**src/silm_pkg.sv**
```systemverilog
package silm_pkg;

   localparam int LIST_DEPTH = 16;
   localparam int ADDR_W     = $clog2(LIST_DEPTH);
   localparam int CNT_W      = $clog2(LIST_DEPTH + 1);
   localparam int VALUE_W    = 32;

   localparam logic [1:0] MODE_INSERT_FIRST  = 2'd0;
   localparam logic [1:0] MODE_INSERT_SECOND = 2'd1;
   localparam logic [1:0] MODE_MERGE         = 2'd2;
   localparam logic [1:0] MODE_UNUSED        = 2'd3;

   localparam logic [1:0] STATUS_INSERTED = 2'd0;
   localparam logic [1:0] STATUS_DROPPED  = 2'd1;
   localparam logic [1:0] STATUS_MERGE    = 2'd2;
   localparam logic [1:0] STATUS_EMPTY    = 2'd3;

   typedef struct packed {
      logic [1:0]                mode;
      logic signed [VALUE_W-1:0] value;
   } req_type;

   typedef struct packed {
      logic signed [VALUE_W-1:0] result_value;
      logic [1:0]                status;
      logic                      last;
   } rsp_type;

endpackage

```
**src/silm_ram.sv**
```systemverilog
module silm_ram #(
   parameter int WIDTH = 32,
   parameter int DEPTH = 16
) (
   input  logic                     clock,
   input  logic                     wr_en,
   input  logic [$clog2(DEPTH)-1:0] wr_addr,
   input  logic [WIDTH-1:0]         wr_data,
   input  logic [$clog2(DEPTH)-1:0] rd_addr,
   output logic [WIDTH-1:0]         rd_data
);

   logic [WIDTH-1:0] mem [DEPTH];
   logic [WIDTH-1:0] rd_data_ff;

   always_ff @(posedge clock) begin
      if (wr_en) begin
         mem[wr_addr] <= wr_data;
      end
      rd_data_ff <= mem[rd_addr];
   end

   assign rd_data = rd_data_ff;

endmodule

```
**src/sorted_insert_two_list_merge_core.sv**
```systemverilog
// Insert: an empty store or a full one needs no scan; otherwise each held value larger
// than the new one is read and shifted up one slot in turn, at a pace set by the single
// read port of the store RAM. Merge: the item is taken, then each value is read from RAM
// and then compared and emitted; an empty merge reads nothing. One item at a time; a
// finished result waits in the output register while the next item is taken. Synchronous
// active-high reset clears the counts and the control state; RAM contents are not cleared.
module sorted_insert_two_list_merge_core (
   input  logic              clock,
   input  logic              reset,
   input  logic              req_valid,
   output logic              req_ready,
   input  silm_pkg::req_type req_data,
   output logic              rsp_valid,
   input  logic              rsp_ready,
   output silm_pkg::rsp_type rsp_data
);

   localparam int AW = silm_pkg::ADDR_W;
   localparam int CW = silm_pkg::CNT_W;
   localparam int VW = silm_pkg::VALUE_W;

   // Controller states.
   localparam logic [2:0] ST_IDLE = 3'd0;  // waiting for an item
   localparam logic [2:0] ST_INS  = 3'd1;  // shifting larger values up one slot
   localparam logic [2:0] ST_PUT  = 3'd2;  // new value lands in slot zero
   localparam logic [2:0] ST_OUT  = 3'd3;  // status result waits for the output register
   localparam logic [2:0] ST_MRD  = 3'd4;  // merge: heads are being read
   localparam logic [2:0] ST_MSEL = 3'd5;  // merge: compare heads and emit

   logic [2:0]          state_ff, state_in;
   logic                sel_ff, sel_in;
   logic signed [VW-1:0] val_ff, val_in;
   logic [CW-1:0]       pos_ff, pos_in;
   logic [CW-1:0]       cnt_a_ff, cnt_a_in;
   logic [CW-1:0]       cnt_b_ff, cnt_b_in;
   logic [CW-1:0]       i_ff, i_in;
   logic [CW-1:0]       j_ff, j_in;
   logic [1:0]          st_ff, st_in;
   logic                rsp_valid_ff, rsp_valid_in;
   silm_pkg::rsp_type   rsp_data_ff, rsp_data_in;

   logic          wr_a, wr_b, wr_en;
   logic [AW-1:0] wr_addr, rd_addr_a, rd_addr_b;
   logic [VW-1:0] wr_data, rd_a, rd_b;

   logic          slot_free;
   logic [CW-1:0] n_sel, n_m1, pos_m1, pos_m2;
   logic [VW-1:0] head;
   logic          take_a, is_last;
   logic [CW:0]   emitted, total;

   silm_ram #(.WIDTH(VW), .DEPTH(silm_pkg::LIST_DEPTH)) u_first_ram (
      .clock   (clock),
      .wr_en   (wr_a),
      .wr_addr (wr_addr),
      .wr_data (wr_data),
      .rd_addr (rd_addr_a),
      .rd_data (rd_a)
   );

   silm_ram #(.WIDTH(VW), .DEPTH(silm_pkg::LIST_DEPTH)) u_second_ram (
      .clock   (clock),
      .wr_en   (wr_b),
      .wr_addr (wr_addr),
      .wr_data (wr_data),
      .rd_addr (rd_addr_b),
      .rd_data (rd_b)
   );

   assign slot_free = !rsp_valid_ff || rsp_ready;
   assign req_ready = (state_ff == ST_IDLE);
   assign rsp_valid = rsp_valid_ff;
   assign rsp_data  = rsp_data_ff;

   assign n_sel  = req_data.mode[0] ? cnt_b_ff : cnt_a_ff;
   assign n_m1   = n_sel - CW'(1);
   assign pos_m1 = pos_ff - CW'(1);
   assign pos_m2 = pos_ff - CW'(2);
   assign head   = sel_ff ? rd_b : rd_a;

   // Equal heads go to the first store, so merged order is stable.
   assign take_a  = (j_ff >= cnt_b_ff) ||
                    ((i_ff < cnt_a_ff) && ($signed(rd_a) <= $signed(rd_b)));
   assign emitted = {1'b0, i_ff} + {1'b0, j_ff} + (CW+1)'(1);
   assign total   = {1'b0, cnt_a_ff} + {1'b0, cnt_b_ff};
   assign is_last = (emitted == total);

   assign wr_a = wr_en && !sel_in;
   assign wr_b = wr_en && sel_in;

   always_comb begin
      state_in     = state_ff;
      sel_in       = sel_ff;
      val_in       = val_ff;
      pos_in       = pos_ff;
      cnt_a_in     = cnt_a_ff;
      cnt_b_in     = cnt_b_ff;
      i_in         = i_ff;
      j_in         = j_ff;
      st_in        = st_ff;
      rsp_valid_in = rsp_valid_ff && !rsp_ready;
      rsp_data_in  = rsp_data_ff;
      wr_en        = 1'b0;
      wr_addr      = pos_ff[AW-1:0];
      wr_data      = val_ff;
      rd_addr_a    = i_ff[AW-1:0];
      rd_addr_b    = j_ff[AW-1:0];

      case (state_ff)
         ST_IDLE: begin
            if (req_valid) begin
               case (req_data.mode)
                  silm_pkg::MODE_INSERT_FIRST, silm_pkg::MODE_INSERT_SECOND: begin
                     sel_in = req_data.mode[0];
                     val_in = req_data.value;
                     pos_in = n_sel;
                     if (n_sel == CW'(silm_pkg::LIST_DEPTH)) begin
                        st_in    = silm_pkg::STATUS_DROPPED;
                        state_in = ST_OUT;
                     end else if (n_sel == '0) begin
                        wr_en   = 1'b1;
                        wr_addr = '0;
                        wr_data = req_data.value;
                        if (req_data.mode[0]) begin
                           cnt_b_in = cnt_b_ff + CW'(1);
                        end else begin
                           cnt_a_in = cnt_a_ff + CW'(1);
                        end
                        st_in    = silm_pkg::STATUS_INSERTED;
                        state_in = ST_OUT;
                     end else begin
                        // Start the scan at the top occupied slot.
                        rd_addr_a = n_m1[AW-1:0];
                        rd_addr_b = n_m1[AW-1:0];
                        state_in  = ST_INS;
                     end
                  end
                  silm_pkg::MODE_MERGE: begin
                     i_in = '0;
                     j_in = '0;
                     if (cnt_a_ff == '0 && cnt_b_ff == '0) begin
                        st_in    = silm_pkg::STATUS_EMPTY;
                        state_in = ST_OUT;
                     end else begin
                        state_in = ST_MRD;
                     end
                  end
                  default: begin
                  end
               endcase
            end
         end

         ST_INS: begin
            // head holds slot pos-1; the write to slot pos never meets the next read.
            if ($signed(head) > val_ff) begin
               wr_en   = 1'b1;
               wr_data = head;
               pos_in  = pos_m1;
               if (pos_ff == CW'(1)) begin
                  state_in = ST_PUT;
               end else begin
                  rd_addr_a = pos_m2[AW-1:0];
                  rd_addr_b = pos_m2[AW-1:0];
               end
            end else begin
               wr_en = 1'b1;
               if (sel_ff) begin
                  cnt_b_in = cnt_b_ff + CW'(1);
               end else begin
                  cnt_a_in = cnt_a_ff + CW'(1);
               end
               st_in    = silm_pkg::STATUS_INSERTED;
               state_in = ST_OUT;
            end
         end

         ST_PUT: begin
            wr_en = 1'b1;
            if (sel_ff) begin
               cnt_b_in = cnt_b_ff + CW'(1);
            end else begin
               cnt_a_in = cnt_a_ff + CW'(1);
            end
            st_in    = silm_pkg::STATUS_INSERTED;
            state_in = ST_OUT;
         end

         ST_OUT: begin
            if (slot_free) begin
               rsp_valid_in             = 1'b1;
               rsp_data_in.result_value = '0;
               rsp_data_in.status       = st_ff;
               rsp_data_in.last         = 1'b1;
               state_in                 = ST_IDLE;
            end
         end

         ST_MRD: begin
            state_in = ST_MSEL;
         end

         ST_MSEL: begin
            if (slot_free) begin
               rsp_valid_in             = 1'b1;
               rsp_data_in.result_value = take_a ? rd_a : rd_b;
               rsp_data_in.status       = silm_pkg::STATUS_MERGE;
               rsp_data_in.last         = is_last;
               if (take_a) begin
                  i_in = i_ff + CW'(1);
               end else begin
                  j_in = j_ff + CW'(1);
               end
               if (is_last) begin
                  cnt_a_in = '0;
                  cnt_b_in = '0;
                  state_in = ST_IDLE;
               end else begin
                  state_in = ST_MRD;
               end
            end
         end

         default: begin
            state_in = ST_IDLE;
         end
      endcase
   end

   always_ff @(posedge clock) begin
      if (reset) begin
         state_ff     <= ST_IDLE;
         cnt_a_ff     <= '0;
         cnt_b_ff     <= '0;
         rsp_valid_ff <= 1'b0;
      end else begin
         state_ff     <= state_in;
         cnt_a_ff     <= cnt_a_in;
         cnt_b_ff     <= cnt_b_in;
         rsp_valid_ff <= rsp_valid_in;
      end
      sel_ff      <= sel_in;
      val_ff      <= val_in;
      pos_ff      <= pos_in;
      i_ff        <= i_in;
      j_ff        <= j_in;
      st_ff       <= st_in;
      rsp_data_ff <= rsp_data_in;
   end

endmodule

```
**config.mk**
```make
export PLATFORM = sky130hd
export DESIGN_NAME = sorted_insert_two_list_merge_core
export DESIGN_NICKNAME = d
export VERILOG_FILES = /design/src/silm_pkg.sv /design/src/silm_ram.sv /design/src/sorted_insert_two_list_merge_core.sv
export SDC_FILE = /design/constraint.sdc
export NUM_CORES = 1
export LEC_CHECK = 0
export ABC_AREA = 1
export BUFFER_PORTS_ARGS = -buffer_cell sky130_fd_sc_hd__buf_2
export CORE_MARGIN = 4
export CORE_UTILIZATION = 24
export DETAILED_ROUTE_END_ITERATION = 8
export GPL_ROUTABILITY_DRIVEN = 0
export PLACE_DENSITY = 0.39
export SYNTH_ARGS = -nofsm -noshare
export SYNTH_HDL_FRONTEND = slang
export SYNTH_HIERARCHICAL = 1
export SYNTH_SLANG_ARGS = --single-unit
export TNS_END_PERCENT = 1
```
**constraint.sdc**
```tcl
create_clock -name clock -period 11.1 [get_ports clock]
set_input_delay 0.555 -clock clock [delete_from_list [all_inputs] [get_ports clock]]
set_output_delay 0.555 -clock clock [all_outputs]
set_load 0.005 [all_outputs]
```
# Word-level counts from Yosys, hierarchy flattened

Memories as Yosys holds them, arrays and structs flattened. A register that Yosys moved wholly into a read port is not among the register bits.
Cells that the tools add are included.

Bits in writable memories: 1024
Logic and storage cells: 182
Memories kept: 2
Output and inout bits: 37
Bits in registers: 99
Bits of input ports: 38

Memory list:

| memory           | words | width | read ports | clocked after memory_dff | wr ports | line           | RTL |
|---|---|---|---|---|---|---|---|
| u_first_ram.mem  | 16    | 32    | 1          | 1                        | 1        | silm_ram.sv:13 | `logic [WIDTH-1:0] mem [DEPTH];` |
| u_second_ram.mem | 16    | 32    | 1          | 1                        | 1        | silm_ram.sv:13 |  |

Magnitude comparators: 4
Eq/ne operators: 28
Multiplexer cells: 93
Reduce and logical (&&, ||, !) cells: 32
$add $sub $neg: 10

Operators by type and width:

| cell                | count |
|---|---|
| $mux 32             | 7 |
| $mux 5              | 26 |
| $mux 35             | 2 |
| $pmux 35 s2         | 1 |
| $mux 4              | 17 |
| $pmux 32 s2         | 1 |
| $pmux 5 s4          | 2 |
| $gt 32x32->1        | 1 |
| $le 32x32->1        | 1 |
| $pmux 5 s2          | 3 |
| $mux 3              | 7 |
| $add 5x1->5 const B | 4 |
| $ne 2x2->1 const B  | 10 |
| $pmux 3 s6          | 1 |
| $reduce_and 9->1    | 2 |
| $pmux 4 s2          | 2 |
| $logic_not 5->1     | 3 |
| $reduce_and 5->1    | 3 |
| $mux 2              | 7 |
| $mux 1              | 13 |
| $add 5x5->6         | 2 |
| $ne 2x1->1 const B  | 4 |
| $add 6x1->6 const B | 1 |
| $eq 3x2->1 const B  | 2 |
| 31 further kinds    | 45 |

# Longest topological paths before layout

Word-level depth: 10
Mapped depth: 33
Mapped depth without buffers: 28

# By module

The synthesis kept the hierarchy.

By module, submodules not included:

| module                            | area an instance (um2) | seq. area each (um2) | cells each | instances |
|---|---|---|---|---|
| silm_ram                          | 22730.6                | 16015.4              | 2120       | 2 |
| sorted_insert_two_list_merge_core | 9221.3                 | 2822.7               | 1316       | 1 |

# Worst setup path after synthesis

No wires, ideal clock.

Path type: input -> register
Start: input port req_data[32] in the netlist's numbering
End: memory u_first_ram.mem[12][0], enable pin
Data required time: 10.679 ns
Stages: 12
Slack: 6.879 ns
Library setup time: 0.421 ns
Buffers on the path: 2
Data arrival time: 3.800 ns
Path through: buf_4 -> o21ai_0 -> ha_1 -> nand3_4 -> nor2_8 -> inv_2 -> nor2_4 -> buf_2 -> a21oi_1 -> nor2_1 -> nand3_1 -> nor2_1

Word-level cells in the longest chain between the ends: 10
Elaborated cells on any way between the ends: 23
Those cells by class: 2 x eq/ne; 16 x mux; 5 x reduce/logical

RTL lines:

| item                             | line                                     | RTL |
|---|---|---|
| from (decl)                      | sorted_insert_two_list_merge_core.sv:12  | `input silm_pkg::req_type req_data,` |
| $mux 5                           | sorted_insert_two_list_merge_core.sv:75  | `assign n_sel = req_data.mode[0] ? cnt_b_ff : cnt_a_ff;` |
| $logic_not 5->1                  | sorted_insert_two_list_merge_core.sv:120 | `end else if (n_sel == '0) begin` |
| $mux 1                           | sorted_insert_two_list_merge_core.sv:120 |  |
| $mux 1                           | sorted_insert_two_list_merge_core.sv:117 | `if (n_sel == CW'(silm_pkg::LIST_DEPTH)) begin` |
| $mux 1                           | sorted_insert_two_list_merge_core.sv:112 | `case (req_data.mode)` |
| $mux 1                           | sorted_insert_two_list_merge_core.sv:111 | `if (req_valid) begin` |
| $pmux 1 s2                       | sorted_insert_two_list_merge_core.sv:109 | `case (state_ff)` |
| $logic_and 1x1->1 (*)            | sorted_insert_two_list_merge_core.sv:88  | `assign wr_a = wr_en && !sel_in;` |
| net wr_a                         | sorted_insert_two_list_merge_core.sv:42  | `logic wr_a, wr_b, wr_en;` |
| $mux 1 (*)                       | silm_ram.sv:17                           | `if (wr_en) begin` |
| $mux 1 (implied by the code) (*) | silm_ram.sv:18                           | `mem[wr_addr] <= wr_data;` |
| to (decl)                        | silm_ram.sv:13                           |  |

Mark *: on every way through the listed nets, which the timed path passes. The rest lies on a longest branch.

# Final worst setup path

Start: register sel_ff
End: register u_first_ram.rd_data_ff[28] (netlist: u_first_ram/rd_data[28]), read port of u_first_ram.mem

Word-level cells in the longest chain between the ends: 4

RTL lines:

| item                   | line                                     | RTL |
|---|---|---|
| from (decl)            | sorted_insert_two_list_merge_core.sv:31  | `logic sel_ff, sel_in;` |
| from (signal assigned) | sorted_insert_two_list_merge_core.sv:242 | `sel_ff <= sel_in;` |
| $mux 32                | sorted_insert_two_list_merge_core.sv:79  | `assign head = sel_ff ? rd_b : rd_a;` |
| $gt 32x32->1           | sorted_insert_two_list_merge_core.sv:156 | `if ($signed(head) > val_ff) begin` |
| $mux 4                 | sorted_insert_two_list_merge_core.sv:156 |  |
| $pmux 4 s2             | sorted_insert_two_list_merge_core.sv:109 |  |
| net rd_addr_a[0]       | sorted_insert_two_list_merge_core.sv:43  | `logic [AW-1:0] wr_addr, rd_addr_a, rd_addr_b;` |
| to (decl)              | silm_ram.sv:14                           | `logic [WIDTH-1:0] rd_data_ff;` |

The timed path passes the listed nets, and every way through them passes these cells.
A chain may end at the register's enable or synchronous reset.

==> results.sh <==
export IMPL_worstPathRequired_ns=11.76
export IMPL_clk_path_buf_depth=3
export IMPL_layout_commonest_cell="nand2_1"
export IMPL_wire_per_inst_um=20.9
export IMPL_die_h_um=485
export IMPL_slew_headroom_pct=14.9
export IMPL_ys_ff_latch=1187
export IMPL_wirelength_um=182000
export IMPL_dr_pass1_iters=6
export IMPL_port_buffers=74
export IMPL_hold_depth=1
export IMPL_cp_start_kind="flip-flop"
export IMPL_slowest_delay_ns=1.13
export IMPL_fin_nets=5755
export IMPL_dieArea_um2=236000
export IMPL_cts_tree="built"
export IMPL_yosys_cell_types_count=54
export IMPL_initial_core_util_pct=24.2
export IMPL_root_buffer="clkbuf_16"
export IMPL_cap_violations=0
export IMPL_drc=0
export IMPL_max_freq_mhz=141
export IMPL_rows=174
export IMPL_hold_viol_final=0
export IMPL_cts_setup_buffers=0
export IMPL_tightest_slew_ns=1.28
export IMPL_gr_usage_met1_pct=21.1
export IMPL_worst_path_stages=21
export IMPL_final_cell_mix="nand2_1, edfxtp_1, inv_1, nand3_1, clkbuf_16"
export IMPL_synthesis_area_um2=54700
export IMPL_syn_area_per_cell_um2=9.84
export IMPL_crit_buf_inv=3
export IMPL_grt_max_degree=199
export IMPL_yosysWarnings=6
export IMPL_hpwl_um=99600
export IMPL_rsz0062_at_grt="no"
export IMPL_use_met3_pct=1.83
export IMPL_crit_arrival_ns=7.73
export IMPL_post_route_period_util_pct=63.7
export IMPL_drt_iter0_markers=2991
export IMPL_area_delta_synth_final_pct=15.1
export IMPL_dr_total_vias=37900
export IMPL_clkSlewWorstSetupHoldPaths_ns=0.06
export IMPL_crit_slowest_cell="clkinv_1"
export IMPL_route_antenna_remaining_nets=0
export IMPL_die_w_um=485
export IMPL_finalCriticalPeriod_ns=7.07
export IMPL_synth_seq_area_share_pct=63.7
export IMPL_end_kind="flip-flop"
export IMPL_cpMostUsedCell="nand2_1"
export IMPL_grt_pass1_vias=36200
export IMPL_status="finished clean"
export IMPL_drive_above_1_share_pct=7.99
export IMPL_min_path_type="input port to flip-flop"
export IMPL_critical_path_class="flip-flop to flip-flop"
export IMPL_fin_tns_setup_ns=0
export IMPL_yosysTopAreaCell="edfxtp_1"
export IMPL_crit_family="buffers and inverters"
export IMPL_numClockSinks=1187
export IMPL_synth_top_area_share_pct=60.8
export IMPL_h_tree_depth=4
export IMPL_yosys_top_cells_area="edfxtp_1, nand2_1, nand3_1, inv_1, dfxtp_1"
export IMPL_insertion_delay_ns=0.78
export IMPL_grt_pass1_wl_um=263000
export IMPL_grtUsageTotal_pct=15.2
export IMPL_maxSlewViolCount=0
export IMPL_worstRegToRegCells=21
export IMPL_overflow=0
export IMPL_grt_busiest_layer="met2"
export IMPL_setup_viol=0
export IMPL_path_cells="clkinv_1, nand2_1, nand2_1, ha_1, a21oi_1, o21a_1, nand2_1, a21oi_2, nand2_1, nand2_2, nand3_2, nor2_2, o21ai_0, nand2_4, buf_4, buf_12, nand2_1, nand3_1, nand3_1, nand3_1, nand2_1"
export IMPL_io_pins=75
export IMPL_synth_fp_nets=5691
export IMPL_viasPerCell=4.35
export IMPL_path_max_fanout=178
export IMPL_core_area_um2=226000
export IMPL_grt_use_met2_pct=25.1
export IMPL_synth_cells=5556
export IMPL_grt_antenna_before_repair=8
export IMPL_skew_ns=0.0366
export IMPL_fill_cells=23700
export IMPL_numCtsBuffers=141
[flip-flops by register name, summed over array words and instances (netlist names), 5 cells and up]
| register | cells |
|---|---|
| cnt_a_ff | 5 |
| cnt_b_ff | 5 |
| j_ff | 5 |
| u_second_ram/rd_data | 32 |
| pos_ff | 5 |
| u_first_ram/mem | 512 |
| i_ff | 5 |
| u_first_ram/rd_data | 32 |
| rsp_data | 35 |
| u_second_ram/mem | 512 |
| val_ff | 32 |
[final timing paths]
check | end | slack, ns | startpoint
min reg2reg | rsp_data[2] | 0.58 | st_ff[1]
max | u_first_ram/rd_data[28] | 4.03 | sel_ff
min | val_ff[29] | 0.07 | req_data[29]
max reg2reg | u_first_ram/rd_data[28] | 4.03 | sel_ff
[worst reg2reg max path: stages, from the launching register on]
cell and delay (ns):
dfxtp_2 0.76, clkinv_1 1.13, nand2_1 0.29, nand2_1 0.14, ha_1 0.32, a21oi_1 0.32
o21a_1 0.17, nand2_1 0.06, a21oi_2 0.14, nand2_1 0.09, nand2_2 0.13, nand3_2 0.17
nor2_2 0.33, o21ai_0 0.20, nand2_4 0.40, buf_4 0.66, buf_12 0.54, nand2_1 0.58
nand3_1 0.13, nand3_1 0.10, nand3_1 0.21, nand2_1 0.07
[cell families (layout without fill, tap and decap cells)]
kind of cell,Yosys count,in the layout,synth area share [%]
other cells,0,6,0
mux,1,1,0.0183
fa+ha+maj,97,97,2.25
xor+xnor,20,20,0.320
simple gates,2768,2768,21.5
buf+inv,1247,1420,9.75
flops,1187,1187,63.7
compound gates,236,236,2.43
[metrics by stage]
step | hold slack (ns) | setup WS (ns) | instance area, um2 | utilization, % | std cells
2_1_floorplan | 0.481 | 6.88 | 54700 | - | 5556
3_3_place_gp | 0.558 | 4.16 | 58300 | 25.8 | 8441
3_5_place_dp | 0.563 | 4.04 | 58300 | 25.8 | 8441
4_1_cts | 0.00783 | 4.00 | 63000 | 27.9 | 8721
5_1_grt | 0.0377 | 3.53 | 63000 | 27.9 | 8722
6_report | 0.0729 | 4.03 | 63000 | 27.9 | 8727
[timing repair]
item,in CTS,in global routing
hold endpoints to repair,28,0
setup endpoints to repair,0,0
hold buffers,28,0
gates resized for setup,0,0
[routing by layer]
metal / share of wire (%) / up-vias / wire (um)
li1: - / 18200 / -
met3: 4.3 / 204 / 7790
met1: 47 / 18600 / 85200
met4: 2.1 / 0 / 3780
met5: 0 / - / 0
met2: 47 / 871 / 85400
[cell type report]
type,instances,area [um2],area share [%]
clock inverters,43,415,0.660
diodes,6,15.0,0.0238
inverters,980,3700,5.87
repair buffers,188,1330,2.12
well taps,2992,3740,5.95
clock buffers,209,3960,6.29
multi-input cells,3122,14900,23.7
flip-flops and latches,1187,34900,55.4
[Yosys cell counts, drive strengths merged]
cell type / instances
o221ai: 1
a211oi: 2
a21oi: 90
clkbuf: 61
buf: 206
nor2: 171
o31ai: 18
nand2b: 1
nor4: 2
o21ai: 87
mux2i: 1
a21boi: 1
a32oi: 1
xnor2: 9
a21o: 2
a31oi: 20
xor2: 11
inv: 979
or3: 1
clkinv: 1
ha: 95
fa: 2
o21bai: 1
or2: 2
o211ai: 7
edfxtp: 1108
o21a: 3
nand2: 1672
nand4: 46
nand3: 848
nand3b: 7
dfxtp: 79
o22ai: 1
nor3: 18
o2111ai: 1
a2111oi: 1
Power is not shown: default switching activity piles up to over one toggle a cycle in this logic, so the estimate is an artifact.
